File: src/rtl/core/mccw_pkg.sv
// Shared types and constants for the midpoint circle cell writer.
// No dependencies; used by every module in rtl/core.
package mccw_pkg;

   localparam int MaxRadius    = 10;
   localparam int MaxGridWidth = 1024;
   localparam int QueueDepth   = 2;

   localparam int CoordW  = 12;   // centre coordinates
   localparam int PointW  = 13;   // centre plus offset, signed
   localparam int RadiusW = 4;
   localparam int GridW   = 11;
   localparam int AddrW   = 20;
   localparam int DecW    = 7;
   localparam int StepW   = 3;    // at most eight steps per circle
   localparam int OctW    = 3;

   localparam logic [GridW-1:0]   GridWidthReset = GridW'(MaxGridWidth);
   localparam logic [RadiusW-1:0] MaxRadiusVal   = RadiusW'(MaxRadius);
   localparam logic [StepW-1:0]   LastStep       = '1;
   localparam logic [OctW-1:0]    LastOct        = '1;

   typedef struct packed {
      logic signed [CoordW-1:0] center_col;
      logic signed [CoordW-1:0] center_row;
      logic        [RadiusW-1:0] radius;
   } circle_type;

   typedef struct packed {
      logic signed [PointW-1:0] col;
      logic signed [PointW-1:0] row;
      logic                     last;
   } point_type;

endpackage

File: src/rtl/core/midpoint_circle_cell_writer.sv
// Midpoint circle cell writer: rasterises a circle (signed centre, radius up to
// 10 cells, larger radii clamp to 10) onto a square grid of csr_wr_data cells a
// side, width clamped to 1024. Each step of the walk gives eight points, at most
// eight steps, so up to 64 results: cell_address = row*width+col, in_bounds, and
// last_point on the final one. Results leave at one per cycle from the stepper
// through a two-stage address pipeline unless a full output stalls; a circle is
// loaded while idle, then stepped. A two-entry queue holds waiting circles.
// Depends on mccw_pkg, mccw_front, mccw_stepper and mccw_addr.
module midpoint_circle_cell_writer (
   input  logic                                clock,
   input  logic                                reset,
   input  logic                                req_push,
   output logic                                req_full,
   input  logic signed [mccw_pkg::CoordW-1:0]  req_center_col,
   input  logic signed [mccw_pkg::CoordW-1:0]  req_center_row,
   input  logic        [mccw_pkg::RadiusW-1:0] req_radius_cells,
   output logic                                rsp_empty,
   input  logic                                rsp_pop,
   output logic [mccw_pkg::AddrW-1:0]          rsp_cell_address,
   output logic                                rsp_in_bounds,
   output logic                                rsp_last_point,
   input  logic                                csr_wr_en,
   input  logic [mccw_pkg::GridW-1:0]          csr_wr_data
);

   logic [mccw_pkg::GridW-1:0] grid_width_ff, grid_width_in;
   logic                       cq_valid, cq_pop;
   mccw_pkg::circle_type       cq_circle;
   logic                       pt_valid, pt_ready;
   mccw_pkg::point_type        pt_data;

   assign grid_width_in = csr_wr_en ? csr_wr_data : grid_width_ff;

   always_ff @(posedge clock) begin
      if (reset) begin
         grid_width_ff <= mccw_pkg::GridWidthReset;
      end else begin
         grid_width_ff <= grid_width_in;
      end
   end

   mccw_front u_front (
      .clock            (clock),
      .reset            (reset),
      .req_push         (req_push),
      .req_full         (req_full),
      .req_center_col   (req_center_col),
      .req_center_row   (req_center_row),
      .req_radius_cells (req_radius_cells),
      .cq_valid         (cq_valid),
      .cq_circle        (cq_circle),
      .cq_pop           (cq_pop)
   );

   mccw_stepper u_stepper (
      .clock     (clock),
      .reset     (reset),
      .cq_valid  (cq_valid),
      .cq_circle (cq_circle),
      .cq_pop    (cq_pop),
      .pt_valid  (pt_valid),
      .pt_data   (pt_data),
      .pt_ready  (pt_ready)
   );

   mccw_addr u_addr (
      .clock            (clock),
      .reset            (reset),
      .grid_width       (grid_width_ff),
      .pt_valid         (pt_valid),
      .pt_data          (pt_data),
      .pt_ready         (pt_ready),
      .rsp_empty        (rsp_empty),
      .rsp_pop          (rsp_pop),
      .rsp_cell_address (rsp_cell_address),
      .rsp_in_bounds    (rsp_in_bounds),
      .rsp_last_point   (rsp_last_point)
   );

endmodule

File: src/rtl/core/mccw_front.sv
// Front end: takes circle transactions, saturates the radius and queues them.
// Depends on mccw_pkg.
module mccw_front (
   input  logic                            clock,
   input  logic                            reset,
   input  logic                            req_push,
   output logic                            req_full,
   input  logic signed [mccw_pkg::CoordW-1:0]  req_center_col,
   input  logic signed [mccw_pkg::CoordW-1:0]  req_center_row,
   input  logic        [mccw_pkg::RadiusW-1:0] req_radius_cells,
   output logic                            cq_valid,
   output mccw_pkg::circle_type            cq_circle,
   input  logic                            cq_pop
);

   mccw_pkg::circle_type entry_ff [mccw_pkg::QueueDepth];
   logic       wr_ptr_ff, wr_ptr_in;
   logic       rd_ptr_ff, rd_ptr_in;
   logic [1:0] count_ff, count_in;
   mccw_pkg::circle_type incoming;
   logic       do_push, do_pop;

   always_comb begin
      incoming.center_col = req_center_col;
      incoming.center_row = req_center_row;
      incoming.radius     = (req_radius_cells > mccw_pkg::MaxRadiusVal)
                            ? mccw_pkg::MaxRadiusVal : req_radius_cells;
   end

   assign req_full  = (count_ff == 2'(mccw_pkg::QueueDepth));
   assign cq_valid  = (count_ff != 2'd0);
   assign cq_circle = entry_ff[rd_ptr_ff];
   assign do_push   = req_push && !req_full;
   assign do_pop    = cq_pop && cq_valid;

   always_comb begin
      wr_ptr_in = do_push ? ~wr_ptr_ff : wr_ptr_ff;
      rd_ptr_in = do_pop  ? ~rd_ptr_ff : rd_ptr_ff;
      count_in  = count_ff + 2'(do_push) - 2'(do_pop);
   end

   always_ff @(posedge clock) begin
      if (reset) begin
         wr_ptr_ff <= 1'b0;
         rd_ptr_ff <= 1'b0;
         count_ff  <= 2'd0;
      end else begin
         wr_ptr_ff <= wr_ptr_in;
         rd_ptr_ff <= rd_ptr_in;
         count_ff  <= count_in;
      end
   end

   always_ff @(posedge clock) begin
      if (do_push) begin
         entry_ff[wr_ptr_ff] <= incoming;
      end
   end

endmodule

File: src/rtl/core/mccw_stepper.sv
// Back end stepper: walks the midpoint circle and produces eight points per step.
// Depends on mccw_pkg.
module mccw_stepper (
   input  logic                  clock,
   input  logic                  reset,
   input  logic                  cq_valid,
   input  mccw_pkg::circle_type  cq_circle,
   output logic                  cq_pop,
   output logic                  pt_valid,
   output mccw_pkg::point_type   pt_data,
   input  logic                  pt_ready
);

   logic                                 busy_ff, busy_in;
   logic                                 first_ff, first_in;
   logic [mccw_pkg::RadiusW-1:0]         x_ff, x_in;
   logic [mccw_pkg::RadiusW-1:0]         y_ff, y_in;
   logic signed [mccw_pkg::DecW-1:0]     d_ff, d_in;
   logic [mccw_pkg::OctW-1:0]            oct_ff, oct_in;
   logic [mccw_pkg::StepW-1:0]           step_ff, step_in;
   logic signed [mccw_pkg::CoordW-1:0]   ccol_ff, ccol_in;
   logic signed [mccw_pkg::CoordW-1:0]   crow_ff, crow_in;

   logic [mccw_pkg::RadiusW-1:0]         a, b, dc, dr, y1, x1;
   logic signed [mccw_pkg::PointW-1:0]   dc_s, dr_s;
   logic signed [mccw_pkg::DecW-1:0]     diff;
   logic                                 more_steps, emit;

   // first step walks (x,y), later steps the swapped pair (y,x)
   always_comb begin
      a    = first_ff ? x_ff : y_ff;
      b    = first_ff ? y_ff : x_ff;
      dc   = oct_ff[2] ? b : a;
      dr   = oct_ff[2] ? a : b;
      dc_s = $signed({{(mccw_pkg::PointW-mccw_pkg::RadiusW){1'b0}}, dc});
      dr_s = $signed({{(mccw_pkg::PointW-mccw_pkg::RadiusW){1'b0}}, dr});
      more_steps = (y_ff < x_ff) && (step_ff != mccw_pkg::LastStep);

      pt_valid     = busy_ff;
      pt_data.col  = oct_ff[0] ? (mccw_pkg::PointW'(ccol_ff) - dc_s)
                               : (mccw_pkg::PointW'(ccol_ff) + dc_s);
      pt_data.row  = oct_ff[1] ? (mccw_pkg::PointW'(crow_ff) - dr_s)
                               : (mccw_pkg::PointW'(crow_ff) + dr_s);
      pt_data.last = (oct_ff == mccw_pkg::LastOct) && !more_steps;
   end

   assign emit   = busy_ff && pt_ready;
   assign cq_pop = !busy_ff && cq_valid;

   always_comb begin
      y1   = y_ff + 4'd1;
      x1   = x_ff - 4'd1;
      diff = $signed({3'b000, y1}) - $signed({3'b000, x1});

      busy_in  = busy_ff;
      first_in = first_ff;
      x_in     = x_ff;
      y_in     = y_ff;
      d_in     = d_ff;
      oct_in   = oct_ff;
      step_in  = step_ff;
      ccol_in  = ccol_ff;
      crow_in  = crow_ff;

      if (cq_pop) begin
         busy_in  = 1'b1;
         first_in = 1'b1;
         x_in     = cq_circle.radius;
         y_in     = '0;
         d_in     = mccw_pkg::DecW'(1) - $signed({3'b000, cq_circle.radius});
         oct_in   = '0;
         step_in  = '0;
         ccol_in  = cq_circle.center_col;
         crow_in  = cq_circle.center_row;
      end else if (emit) begin
         oct_in = oct_ff + 3'd1;
         if (oct_ff == mccw_pkg::LastOct) begin
            if (more_steps) begin
               first_in = 1'b0;
               step_in  = step_ff + 3'd1;
               y_in     = y1;
               if (d_ff < 0) begin
                  d_in = d_ff + $signed({2'b00, y1, 1'b1});
               end else begin
                  x_in = x1;
                  d_in = d_ff + ((diff <<< 1) | 7'sd1);
               end
            end else begin
               busy_in  = 1'b0;
               first_in = 1'b1;
            end
         end
      end
   end

   always_ff @(posedge clock) begin
      if (reset) begin
         busy_ff  <= 1'b0;
         first_ff <= 1'b1;
         x_ff     <= '0;
         y_ff     <= '0;
         d_ff     <= '0;
         oct_ff   <= '0;
         step_ff  <= '0;
         ccol_ff  <= '0;
         crow_ff  <= '0;
      end else begin
         busy_ff  <= busy_in;
         first_ff <= first_in;
         x_ff     <= x_in;
         y_ff     <= y_in;
         d_ff     <= d_in;
         oct_ff   <= oct_in;
         step_ff  <= step_in;
         ccol_ff  <= ccol_in;
         crow_ff  <= crow_in;
      end
   end

`ifndef SYNTH
   a_oct_idle : assert property (@(posedge clock) disable iff (reset)
      !busy_ff |-> (oct_ff == '0))
      else $error("octant counter moved while idle");
   a_last_ends : assert property (@(posedge clock) disable iff (reset)
      (emit && pt_data.last) |=> !busy_ff)
      else $error("stepper still busy after last point");
   a_first_step : assert property (@(posedge clock) disable iff (reset)
      (busy_ff && first_ff) |-> (step_ff == '0) && (y_ff == '0))
      else $error("first step flag out of step with counters");
   a_no_load_busy : assert property (@(posedge clock) disable iff (reset)
      busy_ff |-> !cq_pop)
      else $error("circle taken while one is in progress");
`endif

endmodule

File: src/rtl/core/mccw_addr.sv
// Back end address unit: bounds check and row*width+col, with the result register.
// Depends on mccw_pkg.
module mccw_addr (
   input  logic                            clock,
   input  logic                            reset,
   input  logic [mccw_pkg::GridW-1:0]      grid_width,
   input  logic                            pt_valid,
   input  mccw_pkg::point_type             pt_data,
   output logic                            pt_ready,
   output logic                            rsp_empty,
   input  logic                            rsp_pop,
   output logic [mccw_pkg::AddrW-1:0]      rsp_cell_address,
   output logic                            rsp_in_bounds,
   output logic                            rsp_last_point
);

   logic                              s1_valid_ff, s1_valid_in;
   mccw_pkg::point_type               s1_pt_ff;
   logic                              out_valid_ff, out_valid_in;
   logic [mccw_pkg::AddrW-1:0]        out_addr_ff;
   logic                              out_inb_ff, out_last_ff;
   logic                              out_ready, s1_ready, s1_move;
   logic [mccw_pkg::GridW-1:0]        w_eff;
   logic                              ok;
   logic [mccw_pkg::AddrW:0]          addr_full;

   assign out_ready = !out_valid_ff || rsp_pop;
   assign s1_ready  = !s1_valid_ff || out_ready;
   assign pt_ready  = s1_ready;
   assign s1_move   = s1_valid_ff && out_ready;

   always_comb begin
      w_eff = (grid_width > mccw_pkg::GridWidthReset) ? mccw_pkg::GridWidthReset : grid_width;
      ok = !s1_pt_ff.col[mccw_pkg::PointW-1] && !s1_pt_ff.row[mccw_pkg::PointW-1]
           && (s1_pt_ff.col[mccw_pkg::PointW-2:0] < {1'b0, w_eff})
           && (s1_pt_ff.row[mccw_pkg::PointW-2:0] < {1'b0, w_eff});
      // in bounds implies row and col below 1024, so ten bits of each suffice
      addr_full = (mccw_pkg::AddrW+1)'(mccw_pkg::AddrW'(s1_pt_ff.row[9:0])
                                       * mccw_pkg::AddrW'(w_eff))
                  + (mccw_pkg::AddrW+1)'(s1_pt_ff.col[9:0]);
      s1_valid_in  = pt_valid ? 1'b1 : (s1_move ? 1'b0 : s1_valid_ff);
      out_valid_in = s1_move ? 1'b1 : (rsp_pop ? 1'b0 : out_valid_ff);
   end

   always_ff @(posedge clock) begin
      if (reset) begin
         s1_valid_ff  <= 1'b0;
         out_valid_ff <= 1'b0;
      end else begin
         s1_valid_ff  <= s1_ready ? s1_valid_in : s1_valid_ff;
         out_valid_ff <= out_valid_in;
      end
   end

   always_ff @(posedge clock) begin
      if (pt_valid && s1_ready) begin
         s1_pt_ff <= pt_data;
      end
      if (s1_move) begin
         out_addr_ff <= ok ? addr_full[mccw_pkg::AddrW-1:0] : '0;
         out_inb_ff  <= ok;
         out_last_ff <= s1_pt_ff.last;
      end
   end

   assign rsp_empty        = !out_valid_ff;
   assign rsp_cell_address = out_addr_ff;
   assign rsp_in_bounds    = out_inb_ff;
   assign rsp_last_point   = out_last_ff;

endmodule
File: config.mk
export PLATFORM = sky130hd
export DESIGN_NAME = midpoint_circle_cell_writer
export DESIGN_NICKNAME = d
export VERILOG_FILES = /design/src/rtl/core/mccw_pkg.sv /design/src/rtl/core/midpoint_circle_cell_writer.sv /design/src/rtl/core/mccw_front.sv /design/src/rtl/core/mccw_stepper.sv /design/src/rtl/core/mccw_addr.sv
export SDC_FILE = /design/constraint.sdc
export NUM_CORES = 1
export LEC_CHECK = 0
export BUFFER_PORTS_ARGS = -buffer_cell sky130_fd_sc_hd__clkbuf_2
export CAP_MARGIN = 15
export CORE_MARGIN = 10
export CORE_UTILIZATION = 63
export DETAILED_ROUTE_END_ITERATION = 10
export PLACE_DENSITY = 0.82
export SLEW_MARGIN = 25
export SYNTH_ARGS = -nofsm -noshare
export SYNTH_HDL_FRONTEND = slang
export SYNTH_HIERARCHICAL = 1
export SYNTH_SLANG_ARGS = --single-unit
export TNS_END_PERCENT = 50
File: constraint.sdc
create_clock -name clock -period 7.1 [get_ports clock]
set_clock_uncertainty 0.2 [all_clocks]
set_input_delay 0 -clock clock [delete_from_list [all_inputs] [get_ports clock]]
set_output_delay 0 -clock clock [all_outputs]
set_load 0.005 [all_outputs]
==> results of run 1 <==
## per-stage QoR
step | cell area [sq um] | util
5_1_grt | 14600 | 0.719
2_1_floorplan | 12900 | -
3_5_place_dp | 13400 | 0.664
3_3_place_gp | 13400 | 0.663
6_report | 14600 | 0.719
4_1_cts | 14600 | 0.719
## Yosys cell counts, types with 6 or more instances
cell type | number | area share
xnor2_1 | 33 | 0.022
nor3_1 | 21 | 0.0081
clkbuf_1 | 31 | 0.0090
o21ai_0 | 38 | 0.015
a21oi_1 | 88 | 0.034
mux2i_1 | 16 | 0.012
mux2_1 | 28 | 0.024
and2_1 | 60 | 0.029
nor2b_1 | 23 | 0.011
buf_1 | 6 | 0.0017
nand2b_1 | 7 | 0.0034
nor2_1 | 90 | 0.026
nand3_1 | 12 | 0.0046
a21o_1 | 16 | 0.0093
and3_1 | 6 | 0.0029
buf_2 | 9 | 0.0035
inv_1 | 144 | 0.042
nand2_1 | 150 | 0.043
o211ai_1 | 9 | 0.0052
dfxtp_1 | 65 | 0.10
fa_1 | 83 | 0.13
a211oi_1 | 15 | 0.0087
edfxtp_1 | 105 | 0.24
xor2_1 | 18 | 0.012
ha_1 | 136 | 0.13
o21a_1 | 6 | 0.0035
## worst paths after layout
check / startpoint / end / slack [ps] / depth (start not counted)
min: reset / flip-flop / -5 / 2
max: grid_width_ff[10] / u_addr/rsp_cell_address[15] / 720 / 19
max reg2reg: grid_width_ff[10] / u_addr/rsp_cell_address[15] / 720 / 19
min reg2reg: u_addr/s1_pt_ff[0] / u_addr/rsp_last_point / 250 / 0
## area by class of cell
cell class / instances / area, sq um / share of cell area
clock buffers: 17 / 425 / 0.0292
clock inverters: 15 / 171 / 0.0118
inverters: 145 / 544 / 0.0374
multi-input cells: 940 / 7720 / 0.530
repair buffers: 125 / 903 / 0.0621
well taps: 270 / 338 / 0.0232
flip-flops and latches: 170 / 4450 / 0.306
## per-layer routing
metal | track usage | routed length [um]
met3 | 0.0337 | 1310
met5 | 0 | 0
met4 | 0.0828 | 801
met2 | 0.383 | 14500
met1 | 0.263 | 11800
## worst register-to-register path: stages (launching register included)
cell	delay, ps
dfxtp_1	560
nor2b_1	730
nand2_1	190
fa_1	580
inv_1	60
fa_1	500
inv_1	60
fa_1	480
inv_1	60
fa_1	530
inv_1	50
fa_1	520
inv_1	40
ha_1	360
a21oi_1	150
nor2_1	90
o31ai_4	270
nand2_2	110
or4b_1	510
a31oi_1	140
## cells by family (layout without fill, tap and decap cells)
logic type / after synthesis / in the layout / synth area share
adder cells (fa/ha/maj): 219 / 219 / 0.260
AND/OR/NAND/NOR: 402 / 402 / 0.149
flip-flops: 170 / 170 / 0.344
AO/OA/AOI/OAI: 215 / 215 / 0.106
multiplexers: 50 / 50 / 0.0422
XOR/XNOR: 54 / 54 / 0.0383
buffers and inverters: 197 / 302 / 0.0606
## cell usage in the layout (no fill, tap or decap), types with 59 or more instances in the layout
master,instances
a21oi_1,88
nor2_1,90
inv_1,143
fa_1,83
and2_1,59
dfxtp_1,65
ha_1,136
clkbuf_2,66
edfxtp_1,105
nand2_1,150
## flip-flops by register name (all words and copies together) (netlist names), named ones only
signal                   count
u_stepper/y_ff               4
u_stepper/d_ff               7
u_addr/out_valid_ff          1
u_front/count_ff             2
u_addr/rsp_in_bounds         1
u_stepper/step_ff            3
u_stepper/oct_ff             3
u_stepper/crow_ff           12
u_stepper/x_ff               4
grid_width_ff               11
u_stepper/ccol_ff           12
u_addr/rsp_cell_address     20
u_addr/rsp_last_point        1
u_stepper/first_ff           1
u_addr/s1_pt_ff             27
u_front/rd_ptr_ff            1
u_front/wr_ptr_ff            1
u_front/entry_ff            56
u_addr/s1_valid_ff           1
u_stepper/pt_valid           1
## power by group through the flow
stage / sequential (uW) / clock [uW] / combinational, uW
after global routing: 1720 / 994 / 3610
after floorplan: 1560 / 0 / 2560
final: 1690 / 948 / 3190
after detailed placement: 1700 / 0 / 3100
after CTS: 1680 / 954 / 3170
after global placement: 1690 / 0 / 3020
## repair_timing
| action | 4_1_cts | 5_1_grt |
|---|---|---|
| resized for setup | 0 | 0 |
| hold endpoints to repair | 73 | 0 |
| hold buffers | 53 | 0 |
==> impl_results.md, run 1 <==
- Post-synth ARST share: 0
- # IOs: 68
- Total wire length: 28.4 mm
- Int Power: roughly 3300 uW
- Worst path top cell family by delay: adder cells
- Overall Power: 5830 uW
- Fill cell count: 1,395
- #FFs+latches synth: 170
- Tcrit/Tclk final: 0.898
- Maxcap violations: 0
- Dpl ws: about 840 ps
- GR Overflow Total: 0
- Syn avg cell area: roughly 9.9 sq um
- Initial DRC count: 632
- Via Count: 9,490
- Count of non-filler cells in the finished layout: 1,682
- CP max-delay cell: nor2b_1
- Sw power: 2560 uW
- Worst VDD drop: 0.356 mV
- Sw Share: 0.438
- Post-synth EDFFs: 105
- Failing checks: negative hold slack
- CP required: 7150 ps
- Row cnt: 52
- I/O Buffers: 67
- CTS Buffer Depth: 2
- Sequential fraction of the synthesis area: 0.344
- Syn-to-layout area delta: 12.4%
- CTS Root Cell: clkbuf_16
- Setup TNS: 0 ps
- Number of global-route vias before repair: about 9.7k
- GRT Total Usage: 0.218
- Clk sink count: 170
- Die area: 26,700 sq um
- DRC: 0
- First-pass DRT Iterations: 5
- Fin nets: 1,662
- Startpoint types: flip-flop
- Post-route setup slack: 723 ps
- Final Hold Slack: -5.31 ps
- First-pass GRT wire length: 47.4 mm
- Routability cong.: between 0.9 and 1
- Combinational share of power: 0.548
- Worst-Skew Late Latency: 440 ps
- Cells after DPL: between 1.5k and 2k
- Largest net degree at the start of global routing: around 50
- HP Class: in2reg
- CP Max Fanout: 23
- CP Capture Type: flip-flop
- Run status: complete, but fails checks
- Cells after Synth: about 1.3k
- Top FF cell, synth: edfxtp_1
- Sequential power share: 0.290
- Worst-path cell chain: nor2b_1 -> nand2_1 -> fa_1 -> inv_1 -> fa_1 -> inv_1 -> fa_1 -> inv_1 -> fa_1 -> inv_1 -> fa_1 -> inv_1 -> ha_1 -> a21oi_1 -> nor2_1 -> o31ai_4 -> nand2_2 -> or4b_1 -> a31oi_1
- Final Hold Fails: 5
- Core Region: between 20,000 and 25,000 sq um
- Mapped Area: around 13,000 sq um
- CP arrival: 6430 ps
- ANT nets after route: 0
- H-tree level count: 4
- Leakage: 0.00642 uW
- Chip height: approximately 160 um
- Vias per cell: between 5 and 6
- Clock Power Share: 0.163
- Slew headroom: 0.374
- Worst path max stage delay: 730 ps
- Initial antenna violation count: 0
- Min Tclk post-route: 6380 ps
- Ys Warns: 6
- Inserted Clock Buffers: 17
- Synth Net Count: 1,570
- # diodes: 0
- Fraction of layout cells with a size suffix above 1: 0.0999
- Setup repair after global routing missed its margin: no
- Clock transition at path regs: 70 ps
- Post-synth cell types: 77
- CTS tree: built
- Initial Utilization: 0.640
- Final-report max-slew violation count: 0
- Wirelength per Cell: 16.9 um
- Die Width: 163 um
- Buffer and inverter count on the worst path: 5
- Peak Freq: 0.157 GHz
- Power Density: 400 nW/um^2
- Critical path type: reg2reg
- Post-CTS setup buffers: 0
- DP Wirelength: 20.2 mm
- Final setup violation count: 0
- Worst-margin pin slew: around 940 ps
No activity file was read; power rests on OpenSTA's default activity.
==> inputs of run 2 (changes only) <==
CORE_ASPECT_RATIO = 1.75   (was not set)
CORE_MARGIN = 2   (was 10)
PLACE_DENSITY = 0.86   (was 0.82)
==> run 2 against run 1 <==
The flow now finishes without violations. First-iteration DRC count rose by 0.95%. Register-to-register slack got worse by 20 ps. Setup slack worse by 19 ps. Sequential power is essentially flat. Sequential share of layout area rose by 0.085 points. Routed wire length up 3.6%. Final cell count fell by 1.4%. Total power grew 0.53%. Critical path type unchanged. Critical endpoint unchanged.
==> impl_results.md, run 2 (synthesized netlist as in run 1, its figures left out) <==
- Sw power: 2540 uW (-0.57%)
- Sw Share: 0.434 (-0.00481)
- Wirelength per Cell: 17.7 um (+5.1%)
- Initial DRC count: 638 (+0.95%)
- Slew headroom: 0.339 (-0.0347)
- Peak Freq: 0.156 GHz (-0.30%)
- Largest net degree at the start of global routing: 49 (unchanged)
- Setup TNS: 0 ps (unchanged)
- CP required: 7160 ps (about the same)
- # diodes: 0 (unchanged)
- Critical path type: reg2reg
- Fill cell count: 1,451 (+4.0%)
- I/O Buffers: 67 (unchanged)
- Worst-Skew Late Latency: 440 ps (about the same)
- Power Density: 404 nW/um^2 (+0.79%)
- Row cnt: 69 (+33%)
- CTS tree: built
- Post-cts gate resize count: 0 (unchanged)
- Via Count: 9,855 (+3.8%)
- GRT Total Usage: 0.279 (+0.0608)
- Worst VDD drop: 0.308 mV (-14%)
- Initial antenna violation count: 0 (unchanged)
- First-pass DRT Iterations: 5 (unchanged)
- Final Hold Slack: 14.4 ps (+19.7 ps)
- Length of routed met3 wiring: 1.19 mm (-9.3%)
- CP Max Fanout: 23 (unchanged)
- Hold buffer count at CTS: 53 (unchanged)
- Max FFs per register: 56 (unchanged)
- Maxcap violations: 0 (unchanged)
- Clk sink count: 170 (unchanged)
- Min Tclk post-route: 6400 ps (+19.3 ps)
- Inserted Clock Buffers: 17 (unchanged)
- First-pass GRT wire length: 48.7 mm (+2.7%)
- Buffer and inverter count on the worst path: 5 (unchanged)
- Worst-margin pin slew: 992 ps (+52.1 ps)
- Commonest non-fill, non-tap cells in the layout: nand2_1, inv_1, ha_1, edfxtp_1, nor2_1
- CTS Buffer Depth: 2 (unchanged)
- Final Hold Fails: 0 (-5)
- Clock transition at path regs: 70 ps (about the same)
- Worst path top cell family by delay: adder cells
- ANT nets after route: 0 (unchanged)
- Commonest non-fill, non-tap cell in the layout: nand2_1
- Worst path max stage delay: 760 ps (+30 ps)
- Top reg by flops: u_front/entry_ff
- Met1 Wirelength: 10.3 mm (-12%)
- Startpoint types: flip-flop
- Clock Power Share: 0.160 (-0.003)
- Worst-path cell chain: nor2b_1 -> nand2_1 -> fa_1 -> inv_1 -> fa_1 -> inv_1 -> fa_1 -> inv_1 -> fa_1 -> inv_1 -> fa_1 -> inv_1 -> ha_1 -> a21oi_1 -> nor2_1 -> o31ai_4 -> nand2_2 -> or4b_1 -> a31oi_1
- Routability cong.: 0.922 (+1.8%)
- Leakage: 0.00640 uW (-0.25%)
- Die area: 21,800 sq um (-18%)
- Combinational share of power: 0.548 (about the same)
- Sequential power share: 0.292 (+0.002)
- Initial Utilization: 0.641 (+0.00103)
- Final-report max-slew violation count: 0 (unchanged)
- Chip height: 194 um (+19%)
- Setup repair after global routing missed its margin: no
- Die Width: 112 um (-31%)
- # IOs: 68 (unchanged)
- Met2 wire len: 16.2 mm (+12%)
- Run status: complete, no violations
- CP arrival: 6450 ps (+20 ps)
- Post-CTS setup buffers: 0 (unchanged)
- H-tree level count: 4 (unchanged)
- Fraction of layout cells with a size suffix above 1: 0.0992 (-0.000638)
- Int Power: 3320 uW (+1.4%)
- CP Capture Type: flip-flop
- Syn-to-layout area delta: 12.1%
- Number of global-route vias before repair: 10.5k (+8.3%)
- CTS Root Cell: clkbuf_16
- HP Class: in2reg
- Total wire length: 29.4 mm (+3.6%)
- DP Wirelength: 20.8 mm (+3.1%)
- CP max-delay cell: nor2b_1
- Vias per cell: 5.94 (+5.3%)
- GR Overflow Total: 0 (unchanged)
- DRC: 0 (unchanged)
- Fin nets: 1,661 (-0.060%)
- Tcrit/Tclk final: 0.901 (+0.00271)
- Final setup violation count: 0 (unchanged)
- Core Region: 20,200 sq um (-0.16%)
- Max layer used: met4
run 2: changes by cell type in the layout (fill, tap and decap cells not counted), moves of 2 or more:
cell        previous run  this run
bufinv_16              0         2
clkinv_8               3         0
clkinvlp_4             0         3
inv_8                  5         3
run 2: cell type report:
class                           instances  area (sq um)  area share
Timing Repair Buffer                  124           896      0.0617
Tap cell                              248           310      0.0214
Clock inverter                         14           165      0.0114
Sequential cell                       170          4460       0.307
Clock buffer                           18           429      0.0296
Multi-Input combinational cell        940          7720       0.532
Inverter                              145           544      0.0375
run 2: final timing paths:
kind | from | to | slack (ps) | cells after the start
hold / removal | reset | grid_width_ff[4] | 10 | 2
setup / recovery | grid_width_ff[10] | u_addr/rsp_cell_address[15] | 700 | 19
hold reg to reg | u_addr/s1_pt_ff[0] | u_addr/rsp_last_point | 230 | 0
setup reg to reg | grid_width_ff[10] | u_addr/rsp_cell_address[15] | 700 | 19
run 2: power groups by stage:
stage | clock network, uW | logic [uW] | registers (uW)
6_report | 938 | 3210 | 1710
5_1_grt | 991 | 3600 | 1740
4_1_cts | 947 | 3150 | 1700
3_5_place_dp | 0 | 3090 | 1720
3_3_place_gp | 0 | 2980 | 1700
2_1_floorplan | 0 | 2560 | 1560
run 2: per-stage QoR:
stage	instance area, sq um	instances	setup slack, ps	power (uW)	utilization
after floorplan	12900	1307	1450	4120	-
after global placement	13400	1574	972	4680	0.663
after detailed placement	13400	1574	817	4810	0.663
after CTS	14500	1659	785	5800	0.719
after global routing	14500	1659	451	6330	0.719
final	14500	1659	704	5860	0.719
run 2: layer usage:
layer	global-route usage	vias up
li1	-	4615
met3	0.0447	126
met2	0.528	371
met1	0.279	4743
met5	0	-
met4	0.165	0
==> inputs of run 3 (changes only) <==
--- a/config.mk
+++ b/config.mk
@@ -9,3 +9,2 @@
 export CAP_MARGIN = 15
-export CORE_ASPECT_RATIO = 1.75
 export CORE_MARGIN = 2
@@ -14,2 +13,3 @@
 export PLACE_DENSITY = 0.86
+export RECOVER_POWER = 50
 export SLEW_MARGIN = 25
==> constraint.sdc (replaced) <==
create_clock -name clock -period 7.1 [get_ports clock]
set_clock_uncertainty 0.2 [all_clocks]
set_input_delay 0.355 -clock clock [delete_from_list [all_inputs] [get_ports clock]]
set_output_delay 0.355 -clock clock [all_outputs]
set_load 0.005 [all_outputs]
==> run 3 against run 2 <==
The flow now finishes with violations (max-capacitance violations, max-slew violations). Non-clock buffer count down 18. Critical path depth unchanged. Final cell count up 0.24%. Via count down 3.4%. Clock power up 2.2%. Final area down 1.2%. Worst hold slack worse by 0.81 ps. Global-route usage down 1.8 points. Core utilization down 0.98 points. Die area down 0.21%. Clock-buffer cell count down 1. Sequential share of layout area up 0.37 points. Largest cell class unchanged.
==> impl_results.md, run 3 (synthesized netlist as in run 1, its figures left out) <==
- I/O Buffers: 67 (unchanged)
- Top reg by flops: u_front/entry_ff
- Worst path top cell family by delay: adder cells
- Wirelength per Cell: 16.6 um (-6.7%)
- Setup repair after global routing missed its margin: no
- CP max-delay cell: nor2b_1
- Vias per cell: 5.73 (-3.6%)
- Worst-path cell chain: nor2b_1 -> nand2_1 -> fa_1 -> inv_1 -> fa_1 -> inv_1 -> fa_1 -> inv_1 -> fa_1 -> inv_1 -> fa_1 -> inv_1 -> ha_1 -> a21oi_1 -> nor2_1 -> o31ai_4 -> nand2_2 -> or4b_1 -> a31oi_1
- Initial DRC count: 750 (+18%)
- CP Depth: 19 (unchanged)
- First-pass GRT wire length: 45.4 mm (-6.7%)
- HP Class: in2reg
- Number of global-route vias before repair: 9,778 (-6.9%)
- Cells after DPL: 1,595 (+1.3%)
- Die Width: 147 um (+31%)
- GR Overflow Total: 0 (unchanged)
- Worst VDD drop: 0.306 mV (-0.58%)
- CP Max Fanout: 23 (unchanged)
- Largest net degree at the start of global routing: 49 (unchanged)
- Count of non-filler cells in the finished layout: 1,663 (+0.24%)
- Final Hold Fails: 0 (unchanged)
- Total wire length: 27.5 mm (-6.5%)
- CTS Buffer Depth: 2 (unchanged)
- Worst path max stage delay: 670 ps (-90 ps)
- Fill cell count: 1,417 (-2.3%)
- Post-CTS setup buffers: 0 (unchanged)
- Critical path type: reg2reg
- Commonest non-fill, non-tap cell in the layout: nand2_1
- GRT Total Usage: 0.260 (-0.0182)
- Row cnt: 52 (-25%)
- Final-report max-slew violation count: 100 (+100)
- Run status: complete, but fails checks
- # diodes: 0 (unchanged)
- CP Launch Point: grid_width_ff[10]
- CP arrival: 6320 ps (-130 ps)
- DRC: 0 (unchanged)
- Initial antenna violation count: 0 (unchanged)
- Min Tclk post-route: 6270 ps (-129 ps)
- Worst r2r dst: u_addr/rsp_cell_address[15]
- Commonest non-fill, non-tap cells in the layout: nand2_1, inv_1, ha_1, edfxtp_1, nor2_1
- FF-to-FF Start: grid_width_ff[10]
- CP required: 7160 ps (about the same)
- Die area: 21,700 sq um (-0.21%)
- CTS Root Cell: clkbuf_16
- Final setup violation count: 0 (unchanged)
- Failing checks: max-capacitance violations, max-slew violations
- Power Density: 409 nW/um^2 (+1.3%)
- Startpoint types: flip-flop
- Routability cong.: 0.885 (-4.0%)
- Fin nets: 1,643 (-1.1%)
- Core Region: 20,200 sq um (+0.16%)
- Max FFs per register: 56 (unchanged)
- Syn-to-layout area delta: 10.8%
- Reg-to-reg setup timing slack: 830 ps (+130 ps)
- Buffer and inverter count on the worst path: 5 (unchanged)
- Setup TNS: 0 ps (unchanged)
- ANT nets after route: 0 (unchanged)
- Chip height: 147 um (-24%)
- H-tree level count: 4 (unchanged)
- Worst-Skew Late Latency: 430 ps (about the same)
- # IOs: 68 (unchanged)
- CTS tree: built
- Fraction of layout cells with a size suffix above 1: 0.0804 (-0.0188)
- Tcrit/Tclk final: 0.883 (-0.0182)
- CP Capture Type: flip-flop
- First-pass DRT Iterations: 6 (+1)
- Via Count: 9,523 (-3.4%)
- DP Wirelength: 19.3 mm (-7.3%)
- Clock transition at path regs: 70 ps (about the same)
- Leakage: 0.00628 uW (-1.9%)
- Worst setup endpoint: u_addr/rsp_cell_address[15]
- Worst-margin pin slew: 2270 ps (+1280 ps)
- Inserted Clock Buffers: 17 (unchanged)
- Clk sink count: 170 (unchanged)
- R2R depth: 19 (unchanged)
- Maxcap violations: 3 (+3)
- Initial Utilization: 0.640 (-0.00103)
- Slew headroom: -0.513 (-0.852)
- Peak Freq: 0.160 GHz (+2.1%)
[run 3: cell count changes in the layout (fill, tap and decap cells not counted), moves of 3 or more]
cell           delta
clkinvlp_4        -3
clkbuf_2         -22
dlygate4sd3_1    -17
inv_8             +3
clkinv_8          +3
clkbuf_1         +22
[run 3: cell type report]
| type | count | area [sq um] | area share |
|---|---|---|---|
| clock buffer | 17 | 425 | 0.0297 |
| clock inverter | 15 | 184 | 0.0128 |
| inverter | 145 | 544 | 0.0379 |
| multi-input combinational | 940 | 7710 | 0.537 |
| sequential | 170 | 4450 | 0.311 |
| tap | 270 | 338 | 0.0235 |
| timing repair buffer | 106 | 689 | 0.0481 |
[run 3: how the worst min path moves through the flow]
stage	from	to	slack [ps]	depth (start not counted)
floorplan	u_addr/s1_pt_ff[0]	u_addr/rsp_last_point	200	0
global placement	u_addr/s1_pt_ff[0]	u_addr/rsp_last_point	220	0
detailed placement	u_addr/s1_pt_ff[0]	u_addr/rsp_last_point	210	0
CTS	req_radius_cells[1]	u_front/entry_ff[1][1]	3	2
global route	req_radius_cells[1]	u_front/entry_ff[0][1]	30	2
finish	req_radius_cells[1]	u_front/entry_ff[1][1]	10	2
[run 3: metal layers]
metal | GRT usage | vias to the layer above | wire length [um]
li1 | - | 4572 | -
met1 | 0.307 | 4546 | 11200
met2 | 0.475 | 334 | 14300
met3 | 0.0426 | 71 | 1270
met4 | 0.102 | 0 | 750
met5 | 0 | - | 0
[run 3: what timing repair did]
action / in CTS / in global routing
setup endpoints to repair: 0 / 0
hold buffers: 36 / 0
endpoints found under the hold margin: 61 / 0
gates resized for setup: 0 / 0
[run 3: per-stage QoR]
| stage | utilization | total power [uW] | hold WS (ps) | worst slack, ps | cell area, sq um |
|---|---|---|---|---|---|
| floorplan | - | 4120 | 200 | 1450 | 12900 |
| global placement | 0.663 | 4690 | 222 | 1070 | 13400 |
| detailed placement | 0.663 | 4810 | 206 | 924 | 13400 |
| CTS | 0.711 | 5820 | 2.57 | 861 | 14400 |
| global route | 0.709 | 6310 | 25.5 | 415 | 14300 |
| finish | 0.709 | 5860 | 13.6 | 833 | 14300 |
[run 3: power breakdown]
group	internal [uW]	leakage (uW)	switching (uW)
sequential	1440	0.00153	258
combinational	1350	0.00446	1860
clock	484	0.000298	474
total	3270	0.00628	2590
